[src/rtl/osa_ed_pkg.sv]
`timescale 1ns / 1ps
// shared types, constants and helpers for the osa edit distance search core
// no dependencies

package osa_ed_pkg;

    localparam int CHAR_W    = 8;
    localparam int DIST_W    = 10;
    localparam int NUM_W     = 17;
    localparam int LEN_CFG_W = 6;
    localparam int CFG_W     = 64;
    localparam int CFG_IDX_W = 3;
    localparam int DIST_MAX  = 1023;

    // configuration register indexes
    localparam logic [CFG_IDX_W-1:0] CFG_PATTERN_LENGTH = 3'd0;
    localparam logic [CFG_IDX_W-1:0] CFG_PATTERN_CHARS_0 = 3'd1;
    localparam logic [CFG_IDX_W-1:0] CFG_PATTERN_CHARS_1 = 3'd2;
    localparam logic [CFG_IDX_W-1:0] CFG_PATTERN_CHARS_2 = 3'd3;
    localparam logic [CFG_IDX_W-1:0] CFG_PATTERN_CHARS_3 = 3'd4;

    typedef enum logic [1:0] {
        ST_IDLE,
        ST_SWEEP,
        ST_FINISH
    } state_t;

    // wavefront bundle handed from one cell to the next
    typedef struct packed {
        logic              valid;
        logic [DIST_W-1:0] cur;          // new row value of the sender
        logic [DIST_W-1:0] prev;         // sender's previous row value
        logic [DIST_W-1:0] prev2_own;    // sender's row-before-previous value
        logic [DIST_W-1:0] prev2_prior;  // row-before-previous of the sender's left cell
        logic [CHAR_W-1:0] pchar;        // sender's pattern character
        logic              has_char;     // sender is a pattern cell, not the column head
    } wave_t;

    // broadcast controls common to all cells
    typedef struct packed {
        logic [CHAR_W-1:0] word_char;
        logic [CHAR_W-1:0] prev_char;
        logic              update;
        logic              trans_en;
        logic              clear;
    } cell_ctrl_t;

    function automatic logic [DIST_W-1:0] sat_dist(input logic [DIST_W:0] v);
        return v[DIST_W] ? {DIST_W{1'b1}} : v[DIST_W-1:0];
    endfunction

endpackage

[src/rtl/osa_ed_cell.sv]
`timescale 1ns / 1ps
// one pattern column of the distance row: holds two row values, fires on the wavefront
// depends on osa_ed_pkg

module osa_ed_cell (
    input  logic                                clk,
    input  logic                                rst_n,
    input  osa_ed_pkg::cell_ctrl_t              ctrl,
    input  logic [osa_ed_pkg::CHAR_W-1:0]       pchar,
    input  logic                                active,
    input  logic [osa_ed_pkg::DIST_W-1:0]       init_dist,
    input  osa_ed_pkg::wave_t                   left,
    output osa_ed_pkg::wave_t                   right
);

    localparam int DIST_W = osa_ed_pkg::DIST_W;

    logic [DIST_W-1:0] prev_reg;
    logic [DIST_W-1:0] prev2_reg;
    logic              fresh_reg;
    osa_ed_pkg::wave_t right_reg;
    osa_ed_pkg::wave_t right_next;

    logic [DIST_W-1:0] prev_eff;
    logic [DIST_W-1:0] prev2_eff;
    logic              mismatch;
    logic              trans_hit;
    logic [DIST_W:0]   cand_sub;
    logic [DIST_W:0]   cand_del;
    logic [DIST_W:0]   cand_ins;
    logic [DIST_W:0]   cand_tr;
    logic [DIST_W:0]   best_cand;
    logic [DIST_W-1:0] cur_new;

    // a fresh cell reads as the start-of-word row
    assign prev_eff  = fresh_reg ? init_dist : prev_reg;
    assign prev2_eff = fresh_reg ? '0 : prev2_reg;

    assign mismatch  = (ctrl.word_char != pchar);
    assign trans_hit = ctrl.trans_en && left.has_char &&
                       (ctrl.word_char == left.pchar) && (pchar == ctrl.prev_char);

    assign cand_sub = {1'b0, left.prev} + {{DIST_W{1'b0}}, mismatch};
    assign cand_del = {1'b0, prev_eff} + 1'b1;
    assign cand_ins = {1'b0, left.cur} + 1'b1;
    assign cand_tr  = {1'b0, left.prev2_prior} + 1'b1;

    always_comb
    begin
        best_cand = cand_sub;
        if (cand_del < best_cand)
        begin
            best_cand = cand_del;
        end
        if (cand_ins < best_cand)
        begin
            best_cand = cand_ins;
        end
        if (trans_hit && (cand_tr < best_cand))
        begin
            best_cand = cand_tr;
        end
    end

    always_comb
    begin
        if (!ctrl.update)
        begin
            cur_new = prev_eff;
        end
        else if (active)
        begin
            cur_new = osa_ed_pkg::sat_dist(best_cand);
        end
        else
        begin
            cur_new = osa_ed_pkg::sat_dist(cand_ins);
        end
    end

    always_comb
    begin
        right_next.valid       = left.valid;
        right_next.cur         = cur_new;
        right_next.prev        = prev_eff;
        right_next.prev2_own   = prev2_eff;
        right_next.prev2_prior = left.prev2_own;
        right_next.pchar       = pchar;
        right_next.has_char    = 1'b1;
    end

    always_ff @(posedge clk or negedge rst_n)
    begin
        if (!rst_n)
        begin
            right_reg <= '0;
            fresh_reg <= 1'b1;
        end
        else
        begin
            right_reg <= right_next;
            if (ctrl.clear)
            begin
                fresh_reg <= 1'b1;
            end
            else if (left.valid && ctrl.update)
            begin
                fresh_reg <= 1'b0;
            end
        end
    end

    always_ff @(posedge clk)
    begin
        if (left.valid && ctrl.update)
        begin
            prev2_reg <= prev_eff;
            prev_reg  <= cur_new;
        end
    end

    assign right = right_reg;

endmodule

[config.mk]
export PLATFORM = sky130hd
export DESIGN_NAME = osa_ed_cell
export DESIGN_NICKNAME = d
export VERILOG_FILES = /design/src/rtl/osa_ed_pkg.sv /design/src/rtl/osa_ed_cell.sv
export SDC_FILE = /design/constraint.sdc
export NUM_CORES = 1
export LEC_CHECK = 0
export BUFFER_PORTS_ARGS = -buffer_cell sky130_fd_sc_hd__buf_4
export CAP_MARGIN = 20
export CORE_UTILIZATION = 56
export CTS_CLUSTER_DIAMETER = 60
export CTS_CLUSTER_SIZE = 8
export DETAILED_ROUTE_END_ITERATION = 7
export PLACE_DENSITY_LB_ADDON = 0.08
export SYNTH_ARGS = -nofsm -noshare
export SYNTH_HDL_FRONTEND = slang
export SYNTH_SLANG_ARGS = --single-unit
export TNS_END_PERCENT = 5
[constraint.sdc]
create_clock -name clk -period 19.4 [get_ports clk]
set_input_delay 2.91 -clock clk [delete_from_list [all_inputs] [get_ports clk]]
set_output_delay 2.91 -clock clk [all_outputs]
set_load 0.005 [all_outputs]
* Word-level counts from Yosys, hierarchy flattened
Index checks and enable logic that the tools add are counted.
** Operators by class
- Divide/modulo/power cells :: 0
- $add $sub $neg :: 4
- Multipliers :: 0
- Equality and inequality tests :: 3
- Muxes and demuxes :: 11
- Reductions and logical operators :: 6
- Shift-type cells :: 0
- Bitwise logic cells :: 0
- $lt $le $gt $ge :: 3
** Operator list (count)
- 10-bit 2-to-1 mux :: 6
- 10-bit by 1-bit adder with 11-bit output (second input constant) :: 3
- 11-bit less-than comparator :: 3
- 11-bit 2-to-1 mux :: 3
- 8-bit equality test :: 2
- 10-bit by 1-bit adder with 11-bit output :: 1
- 8-bit inequality test :: 1
- 1-bit logical AND :: 5
- 1-bit 2-to-1 mux :: 2
- 2-bit nonzero test :: 1
** Word-level totals
- Memory bits (writable) :: 0
- Flip-flop bits (word level) :: 71
- Bits in read-only memories :: 0
- Input bits :: 90
- Memories kept :: 0
- Bits in latches :: 0
- Word-level logic and storage cells :: 37

* Logic depth before layout (Yosys ltp)
Gate-level depths: netlist (run 1).
- Depth in word-level cells :: 12
- Depth in mapped cells :: 40

* Least setup slack after synthesis (run 1)
OpenSTA, ideal clock, no wires.
- Path type :: input-to-reg
- Start point :: input port init_dist[0] (netlist name)
- End point :: register prev_reg[3] (data pin)
- Stages :: 35
- Data arrival time :: 9698 ps
- Library setup time :: 275 ps
- Setup slack :: 9426 ps
- Cells stage by stage :: mux2i_1 > inv_1 > ha_1 > nand4b_1 > a21oi_1 > nand2_1 > nor2_1 > ha_1 > and3_1 > a21boi_0 > a221oi_1 > and2_1 > clkbuf_1 > nand2_1 > mux2i_1 > inv_1 > ha_1 > nand4_1 > a2111oi_0 > a211oi_1 > or4b_4 > and3_4 > buf_6 > buf_6 > mux2i_1 > ha_1 > a21o_1 > a2111oi_0 > nand2_1 > a2111oi_0 > o41a_1 > nand3_1 > buf_2 > o41a_1 > o2bb2ai_1
** On the way
- Word-level cells in the longest chain between the ends :: 12
** Ends and longest elaborated chain
- start: declaration :: line osa_ed_cell.sv:11 : input logic [osa_ed_pkg::DIST_W-1:0] init_dist,
- 10-bit 2-to-1 mux (*) :: line osa_ed_cell.sv:36 : assign prev_eff = fresh_reg ? init_dist : prev_reg;
- named net prev_eff[0] :: line osa_ed_cell.sv:24 : logic [DIST_W-1:0] prev_eff;
- 10-bit by 1-bit adder with 11-bit output (*) :: line osa_ed_cell.sv:44 : assign cand_del = {1'b0, prev_eff} + 1'b1;
- 11-bit less-than comparator :: line osa_ed_cell.sv:51 : if (cand_del < best_cand)
- 11-bit 2-to-1 mux (*) :: line osa_ed_cell.sv:51
- 11-bit less-than comparator :: line osa_ed_cell.sv:55 : if (cand_ins < best_cand)
- 11-bit 2-to-1 mux (*) :: line osa_ed_cell.sv:55
- 11-bit less-than comparator :: line osa_ed_cell.sv:59 : if (trans_hit && (cand_tr < best_cand))
- 1-bit logical AND :: line osa_ed_cell.sv:59
- 11-bit 2-to-1 mux (*) :: line osa_ed_cell.sv:59
- 10-bit 2-to-1 mux (*) :: line osa_ed_pkg.sv:49 : return v[DIST_W] ? {DIST_W{1'b1}} : v[DIST_W-1:0];
- 10-bit 2-to-1 mux (*) :: line osa_ed_cell.sv:71 : else if (active)
- 10-bit 2-to-1 mux (*) :: line osa_ed_cell.sv:67 : if (!ctrl.update)
- named net cur_new[3] :: line osa_ed_cell.sv:33 : logic [DIST_W-1:0] cur_new;
- end signal: assignment :: line osa_ed_cell.sv:118 : prev_reg <= cur_new;
- end: declaration :: line osa_ed_cell.sv:18 : logic [DIST_W-1:0] prev_reg;
Mark *: on every way through the listed nets, which the timed path passes. The rest lies on a longest branch.
A chain may end at the register's enable or synchronous reset.

* Final worst setup path (run 1)
- Start point :: input port init_dist[0] (netlist name)
- End point :: register prev_reg[7] (data pin)
Same word-level chain as after synthesis.

==> metrics.md, run 1 <==
| Metric | Value |
|---|---|
| Status | complete, no violations |
| Fin nets | 695 |
| Via count | 4042 |
| Crit Reg-Reg Endpoint | prev_reg[7]$_DFFE_PP_ |
| Diode count | 0 |
| Most used cell, CP | ha_1 |
| Period utilization | 0.606 |
| Initial antenna violation count | 0 |
| Most used DFF post-synth | dfrtp_1 |
| Grt ovf | 0 |
| Clock Pin Slew Worst Setup and Hold Paths | 0.08 ns |
| Period minus WS final | 11.75 ns |
| Static Leak | 2.81 nW |
| Post-CTS Setup Inserts | 0 |
| Cell total after placement | 664 |
| PD cells | 73.2 mW/mm^2 |
| Starting Density | 0.588 |
| DR pass1 iterations | 8 |
| Number of global-route vias before repair | 3947 |
| Syn Inst Count | 435 |
| Maximum buffer depth of the clock tree | 2 |
| Post-Synth Simple-Gate Area | 0.164 |
| Routed WL | 12800 microns |
| Placed Area | 0.00571 sq mm |
| Antenna Violating Nets Remaining | 0 |
| Top cell type's share of synthesized area | 0.271 |
| P&R area growth vs syn | 27.9% |
| Worst-path fanout max | 20 |
| Unrepaired setup endpoints after global routing | false |
| Yosys Warn Count | 0 |
| Top Ports | 140 |
| Core area | 0.00785 sq mm |
| Design area | 0.00591 sq mm |
| Die area | 0.00861 sq mm |
| Max incr delay on CP | 0.63 ns |
| Port Buffers | 139 |
| Worst Hold Endpoint | right[22]$_DFF_PN0_ |
| Final Hold Fails | 0 |
| Max FFs per register | 50 |
| Worst Path Required | 19.46 ns |
| GRT Total Usage | 0.308 |
| Main combinational cell family by area after synthesis | simple AND/OR/NAND/NOR gates |
| Worst-Skew Late Latency | 0.34 ns |
| Total Power | 0.432 mW |
| Setup TNS Final | 0 ns |
| Max Cap Viol | 0 |
| DRT iter0 DRCs | 365 |
| Slew @ Worst Pin | 1.07 ns |
| Reg2reg start | fresh_reg$_DFFE_PN1P_ |
| TritonCTS clock tree | yes |
| #FFs+latches synth | 71 |
| Final Core Density | 0.753 |
| DR vias/cell | 5.94 |
| Synth Area in Adders | 0.0867 |
| Hold crit path type | register to register |
| CP endpoint kind | register |
| Hold Crit Start | prev2_reg[3]$_DFFE_PP_ |
| Post-CTS Hold Fix Bufs | 0 |
| DRC | 0 |
| Crit Path Category | input port to register |
| Slowest cell on crit path | mux2i_1 |
| Peak supply drop | 0.0325 mV |
| XOR/XNOR Fraction of Synth Area | 0.115 |
| HPWL after DPL | 9950 microns |
| Post-synth EDFFs | 20 |
| Largest net degree at the start of global routing | 52 |
| R2R setup slack | 9.26 ns |
| Die W | 92.8 microns |
| Rows | 32 |
| Critical Path Source Type | input port |
| Mapped Avg Cell Area | 10.6 sq um |
| Async S/R FF share, synth | 0.718 |
| Headroom to the max-slew limit | 0.282 |
| Complex-gate fraction of the synthesized area | 0.124 |
| TritonCTS Buffers | 9 |
| Die height | 92.8 microns |
| Net Count, Synth | 557 |
| Synth cell types | 62 |
| Mux contribution to synthesized area | 0.0610 |
| Reg2Reg Depth | 31 |
| Crit path DAT | 11.81 ns |
| Global-route wire length before repair | 20100 microns |
| Clock skew | 0.0102 ns |
| Share of the yosys chip area belonging to registers | 0.407 |
| Mapped Area | 0.00462 sq mm |
| Fmax | 0.0851 GHz |
| Fin cells | 680 |
| GP Congestion | 0.956 |
| WHS Path Cells | 1 |
| Clk sinks | 71 |
| WL/cell | 18.8 microns |
| Final setup violation count | 0 |
| CTS root buf | clkbuf_8 |
| CTS resizes | 0 |
| H-Tree Level Count | 3 |
| Fin. max-slew vios | 0 |
| Share of cells above drive strength 1 | 0.299 |
| Area contributors post-synth | dfrtp_1 (27%), edfxtp_1 (13%), ha_1 (8.7%) |
| Area leader, netlist | dfrtp_1 |
## Yosys cell counts (2+ instances only)
master and count:
o41ai_1 2, and3b_1 5, nand4_1 9, a21oi_1 16, and2_1 5, o41a_1 2, nor3_1 8, inv_1 29
a21o_1 9, nor4b_1 2, edfxtp_1 20, buf_6 4, nand3b_1 2, and4_1 2, o22ai_1 4, clkinv_1 2
clkbuf_1 6, nor2b_1 11, and3_1 9, dfrtp_1 50, xor2_1 37, mux2i_4 2, o32ai_2 4, nor4_1 9
nand2b_1 2, o2bb2ai_1 2, o2111ai_1 2, xnor2_1 18, mux2i_1 21, buf_2 2, a211oi_1 2, a2111oi_0 3
nand4b_1 3, o21ai_0 14, nand2_1 19, nor3b_1 2, and4_4 2, nand3_1 26, o21a_1 6, ha_1 32
nor2_1 9
## power breakdown
part | leakage, nW | internal (mW) | switching [mW]
registers | 0.803 | 0.166 | 0.00530
logic | 1.91 | 0.0676 | 0.0753
clock network | 0.0968 | 0.0601 | 0.0574
## routing by layer
metal  up-vias  share of wire  GRT usage
met5         -              0          0
li1       1872              -          -
met1      1904           0.40      0.397
met2       234           0.48      0.518
met4         0          0.028     0.0987
met3        32          0.089     0.0591
## placed cells by master, fill, tap and decap left out, types with 3 or more instances in the layout
| master | n |
|---|---|
| buf_4 | 139 |
| dfrtp_1 | 50 |
| xor2_1 | 37 |
| ha_1 | 32 |
| inv_1 | 29 |
| nand3_1 | 26 |
| mux2i_1 | 21 |
| edfxtp_1 | 20 |
| nand2_1 | 19 |
| xnor2_1 | 18 |
| a21oi_1 | 16 |
| o21ai_0 | 14 |
| nor2b_1 | 11 |
| nand4_1 | 9 |
| nor2_1 | 9 |
| and3_1 | 9 |
| a21o_1 | 9 |
| nor4_1 | 9 |
| clkbuf_8 | 9 |
| nor3_1 | 8 |
| o21a_1 | 6 |
| and2_1 | 5 |
| and3b_1 | 5 |
| o22ai_1 | 4 |
| o32ai_2 | 4 |
| nand4b_1 | 3 |
| a2111oi_0 | 3 |
## stage by stage
step / hold slack, ns / setup slack, ns
after global routing: 0.493 / 7.11
final: 0.480 / 7.65
after floorplan: 0.438 / 9.43
after global placement: 0.442 / 7.88
after detailed placement: 0.464 / 7.60
after CTS: 0.484 / 7.95
## critical path: cells and delay by family
kind / cells / cell delay [ns]
buf+inv: 3 / 0.45
compound gates: 11 / 3.16
fa+ha+maj: 4 / 1.27
simple gates: 11 / 2.68
mux: 3 / 1.32
## kinds of logic after synthesis
kind of cell	after synthesis
adders and majority gates	32
other	1
AOI/OAI and AO/OA	77
and+or+nand+nor	129
xor gates and xnor gates	57
DFF	71
buffers and inverters	43
muxes	25
## how the worst max path moves through the flow
| stage | startpoint | to | slack [ns] | depth (start not counted) |
|---|---|---|---|---|
| finish | init_dist[0] | prev_reg[7]$_DFFE_PP_ | 7.65 | 32 |
| global route | init_dist[0] | prev_reg[7]$_DFFE_PP_ | 7.11 | 32 |
| CTS | init_dist[0] | prev_reg[7]$_DFFE_PP_ | 7.95 | 32 |
| detailed placement | init_dist[0] | prev_reg[7]$_DFFE_PP_ | 7.60 | 32 |
| global placement | init_dist[0] | prev_reg[0]$_DFFE_PP_ | 7.88 | 32 |
| floorplan | init_dist[0] | prev_reg[3]$_DFFE_PP_ | 9.43 | 35 |
## final cells by class
cell class	instances	area [sq um]
multi-input cells	321	2540
fillers	553	1940
well taps	102	128
inverters	31	116
flip-flops and latches	71	1880
repair buffers	139	1040
clock inverters	6	68.8
clock buffers	10	128
No activity file was read; power rests on OpenSTA's default activity.
==> inputs of run 2 (changes only) <==
--- a/config.mk
+++ b/config.mk
@@ -5,9 +5,10 @@
 export SDC_FILE = /design/constraint.sdc
 export NUM_CORES = 1
 export LEC_CHECK = 0
+export ABC_AREA = 1
 export BUFFER_PORTS_ARGS = -buffer_cell sky130_fd_sc_hd__buf_4
 export CAP_MARGIN = 20
-export CORE_UTILIZATION = 56
+export CORE_UTILIZATION = 53
 export CTS_CLUSTER_DIAMETER = 60
 export CTS_CLUSTER_SIZE = 8
 export DETAILED_ROUTE_END_ITERATION = 7
==> constraint.sdc (replaced) <==
create_clock -name clk -period 11.45 [get_ports clk]
set_input_delay 1.7175 -clock clk [delete_from_list [all_inputs] [get_ports clk]]
set_output_delay 1.7175 -clock clk [all_outputs]
set_load 0.005 [all_outputs]
==> run 2 against run 1 <==
Against the previous run:
- register-to-register slack lost 5.3 ns
- synthesized area grew 2.8%
- global-route usage shrank 3.6 points
- synthesized cell count grew 40%
- sequential power grew 67%
- cell area grew 3.3%
- die area grew 8.5%
- cell count grew 27%
- clock power grew 82%
- worst setup slack lost 4.9 ns
- sequential cell count is the same
==> metrics.md, run 2 <==
| Metric | Value |
|---|---|
| Area contributors post-synth | dfrtp_1 (26%), nand2_1 (13%), edfxtp_1 (13%) (was dfrtp_1 (27%), edfxtp_1 (13%), ha_1 (8.7%)) |
| #FFs+latches synth | 71 (unchanged) |
| TritonCTS clock tree | yes (unchanged) |
| CTS root buf | clkbuf_8 (unchanged) |
| DR vias/cell | 5.18 (was 5.94) |
| Largest net degree at the start of global routing | 52 (unchanged) |
| Share of the yosys chip area belonging to registers | 0.396 (was 0.407) |
| Total Power | 0.756 mW (was 0.432 mW) |
| Post-synth EDFFs | 20 (unchanged) |
| Diode count | 0 (unchanged) |
| Share of cells above drive strength 1 | 0.261 (was 0.299) |
| Most used cell, CP | nand2_1 (was ha_1) |
| Rows | 34 (was 32) |
| R2R setup slack | 3.95 ns (was 9.26 ns) |
| Headroom to the max-slew limit | 0.435 (was 0.282) |
| Clk sinks | 71 (unchanged) |
| Post-route setup slack | 2.78 ns (was 7.65 ns) |
| Crit path DAT | 8.75 ns (was 11.81 ns) |
| Slew @ Worst Pin | 0.840 ns (was 1.07 ns) |
| Top cell type's share of synthesized area | 0.264 (was 0.271) |
| DRT iter0 DRCs | 220 (was 365) |
| Setup TNS Final | 0 ns (unchanged) |
| Routed WL | 12200 microns (was 12800 microns) |
| Maximum buffer depth of the clock tree | 2 (unchanged) |
| Syn Inst Count | 607 (was 435) |
| DR pass1 iterations | 5 (was 8) |
| Core area | 0.00868 sq mm (was 0.00785 sq mm) |
| Reg2reg start | fresh_reg$_DFFE_PN1P_ (unchanged) |
| Mapped Area | 0.00475 sq mm (was 0.00462 sq mm) |
| WP depth | 36 (was 32) |
| Global-route wire length before repair | 20300 microns (was 20100 microns) |
| Final Hold Fails | 0 (unchanged) |
| Clock skew | 0.0111 ns (was 0.0102 ns) |
| Initial antenna violation count | 0 (unchanged) |
| Peak supply drop | 0.0758 mV (was 0.0325 mV) |
| Post-CTS Hold Fix Bufs | 0 (unchanged) |
| Clock Pin Slew Worst Setup and Hold Paths | 0.08 ns (about the same) |
| Max incr delay on CP | 0.72 ns (was 0.63 ns) |
| Most frequent cell after synthesis | nand2_1 (was dfrtp_1) |
| TritonCTS Buffers | 9 (unchanged) |
| Die height | 96.6 microns (was 92.8 microns) |
| Most frequent cells in the layout | nand2_1 (170), buf_4 (139), inv_1 (81) (was buf_4 (139), dfrtp_1 (50), xor2_1 (37)) |
| Hold_ws | 0.468 ns (was 0.480 ns) |
| Async S/R FF share, synth | 0.718 (unchanged) |
| Bufs and invs on worst path | 3 (unchanged) |
| Top Ports | 140 (unchanged) |
| Fmax | 0.115 GHz |
| Unrepaired setup endpoints after global routing | false (unchanged) |
| Max FFs per register | 50 (unchanged) |
| Slowest cell on crit path | nor4_2 (was mux2i_1) |
| GP Congestion | 1.01 (was 0.956) |
| Hold crit path type | register to register (unchanged) |
| End of the critical path | prev_reg[6]$_DFFE_PP_ (was prev_reg[7]$_DFFE_PP_) |
| Antenna Violating Nets Remaining | 0 (unchanged) |
| Port Buffers | 139 (unchanged) |
| Crit Path Category | input port to register (unchanged) |
| Max Cap Viol | 0 (unchanged) |
| CTS resizes | 0 (unchanged) |
| PD cells | 124 mW/mm^2 (was 73.2 mW/mm^2) |
| Number of global-route vias before repair | 4271 (was 3947) |
| Worst-Skew Late Latency | 0.34 ns (about the same) |
| WL/cell | 14.2 microns (was 18.8 microns) |
| Status | complete, no violations (unchanged) |
| GRT Total Usage | 0.271 (was 0.308) |
| Fin nets | 871 (was 695) |
| Most frequent cells after synthesis | nand2_1 (170), inv_1 (81), dfrtp_1 (50), nand3_1 (50), nor2_1 (36) (was dfrtp_1 (50), xor2_1 (37), ha_1 (32)) |
| Cell total after placement | 846 (was 664) |
| Fin cells | 862 (was 680) |
| HPWL after DPL | 9980 microns (was 9950 microns) |
| Net Count, Synth | 729 (was 557) |
| Area leader, netlist | dfrtp_1 (unchanged) |
| Start point of the critical path | ctrl[18] (was init_dist[0]) |
| Most used DFF post-synth | dfrtp_1 (unchanged) |
| Worst-path fanout max | 21 (was 20) |
| Die area | 0.00934 sq mm (was 0.00861 sq mm) |
| Crit Reg-Reg Endpoint | prev_reg[6]$_DFFE_PP_ (was prev_reg[7]$_DFFE_PP_) |
| Synth cell types | 40 (was 62) |
| Yosys Warn Count | 0 (unchanged) |
| DRC | 0 (unchanged) |
| Mapped Avg Cell Area | 7.82 sq um (was 10.6 sq um) |
| Post-place setup slack | 2.61 ns (was 7.60 ns) |
| Final setup violation count | 0 (unchanged) |
| Top delay family on crit path | simple AND/OR/NAND/NOR gates (was compound AO/OA/AOI/OAI gates) |
| Most common cell after layout, fill and taps aside | nand2_1 (was buf_4) |
| Via count | 4466 (was 4042) |
| CP endpoint kind | register (unchanged) |
| Worst Path Required | 11.53 ns (was 19.46 ns) |
| Starting Density | 0.547 (was 0.588) |
| Post-CTS Setup Inserts | 0 (unchanged) |
| Fin. max-slew vios | 0 (unchanged) |
| Die W | 96.6 microns (was 92.8 microns) |
| Grt ovf | 0 (unchanged) |
| Static Leak | 3.27 nW (was 2.81 nW) |
| P&R area growth vs syn | 28.5% (was 27.9%) |
| Period utilization | 0.757 |
| Reg2Reg Depth | 32 (was 31) |
| Period minus WS final | 8.67 ns |
| Critical Path Source Type | input port (unchanged) |
| H-Tree Level Count | 3 (unchanged) |
[run 2: changes by cell type after synthesis, moves of 9 or more]
cell | before | now
nand2_2 | 0 | 17
mux2i_1 | 21 | 1
o21ai_1 | 0 | 10
nor2b_1 | 11 | 0
nor2_1 | 9 | 36
or2_2 | 1 | 10
xor2_1 | 37 | 24
nand3_1 | 26 | 50
nand2_1 | 19 | 170
inv_1 | 29 | 81
[run 2: worst min path at each step]
stage,from,to,slack (ns),cells past startpoint
2_1_floorplan,prev2_reg[0]$_DFFE_PP_,right[19]$_DFF_PN0_,0.43,2
3_3_place_gp,prev2_reg[2]$_DFFE_PP_,right[21]$_DFF_PN0_,0.44,2
3_5_place_dp,prev2_reg[4]$_DFFE_PP_,right[23]$_DFF_PN0_,0.45,2
4_1_cts,prev2_reg[0]$_DFFE_PP_,right[19]$_DFF_PN0_,0.47,2
5_1_grt,prev2_reg[7]$_DFFE_PP_,right[26]$_DFF_PN0_,0.49,2
6_report,prev2_reg[7]$_DFFE_PP_,right[26]$_DFF_PN0_,0.47,2
[run 2: logic make-up after synthesis]
logic type,Yosys count,share of synthesized area
AOI/OAI and AO/OA,55,0.0659
DFF,71,0.396
buffers and inverters,92,0.0764
and+or+nand+nor,319,0.308
muxes,1,0.00211
adders and majority gates,32,0.0843
other,1,0.000790
xor gates and xnor gates,36,0.0664
[run 2: power breakdown]
group          internal, mW  leakage (nW)  switching (mW)
sequential            0.281         0.803         0.00706
clock                 0.124         0.103          0.0912
combinational         0.102          2.36           0.151
total                 0.507          3.27           0.249
[run 2: area by class of cell]
class,instances,area [sq um]
well taps,108,135
flip-flops and latches,71,1880
fillers,719,2580
clock inverters,6,92.6
clock buffers,10,128
multi-input cells,444,2510
repair buffers,139,1040
inverters,84,315
[run 2: routing by layer]
layer  share of wire  vias up  GRT usage
met2            0.48      201      0.447
li1                -     2234          -
met4           0.025        0      0.106
met3           0.074       21     0.0354
met1            0.43     2010      0.364
met5               0        -          0
[run 2: worst min-delay path, stage by stage (launching register included)]
cell and delay [ns]:
edfxtp_1 0.32, inv_1 0.04, nor2_1 0.07
[run 2: stage by stage]
step | cell area [sq um] | util
finish | 6100 | 0.703
global route | 6100 | 0.703
CTS | 6100 | 0.703
detailed placement | 5880 | 0.677
global placement | 5880 | 0.677
floorplan | 4750 | -
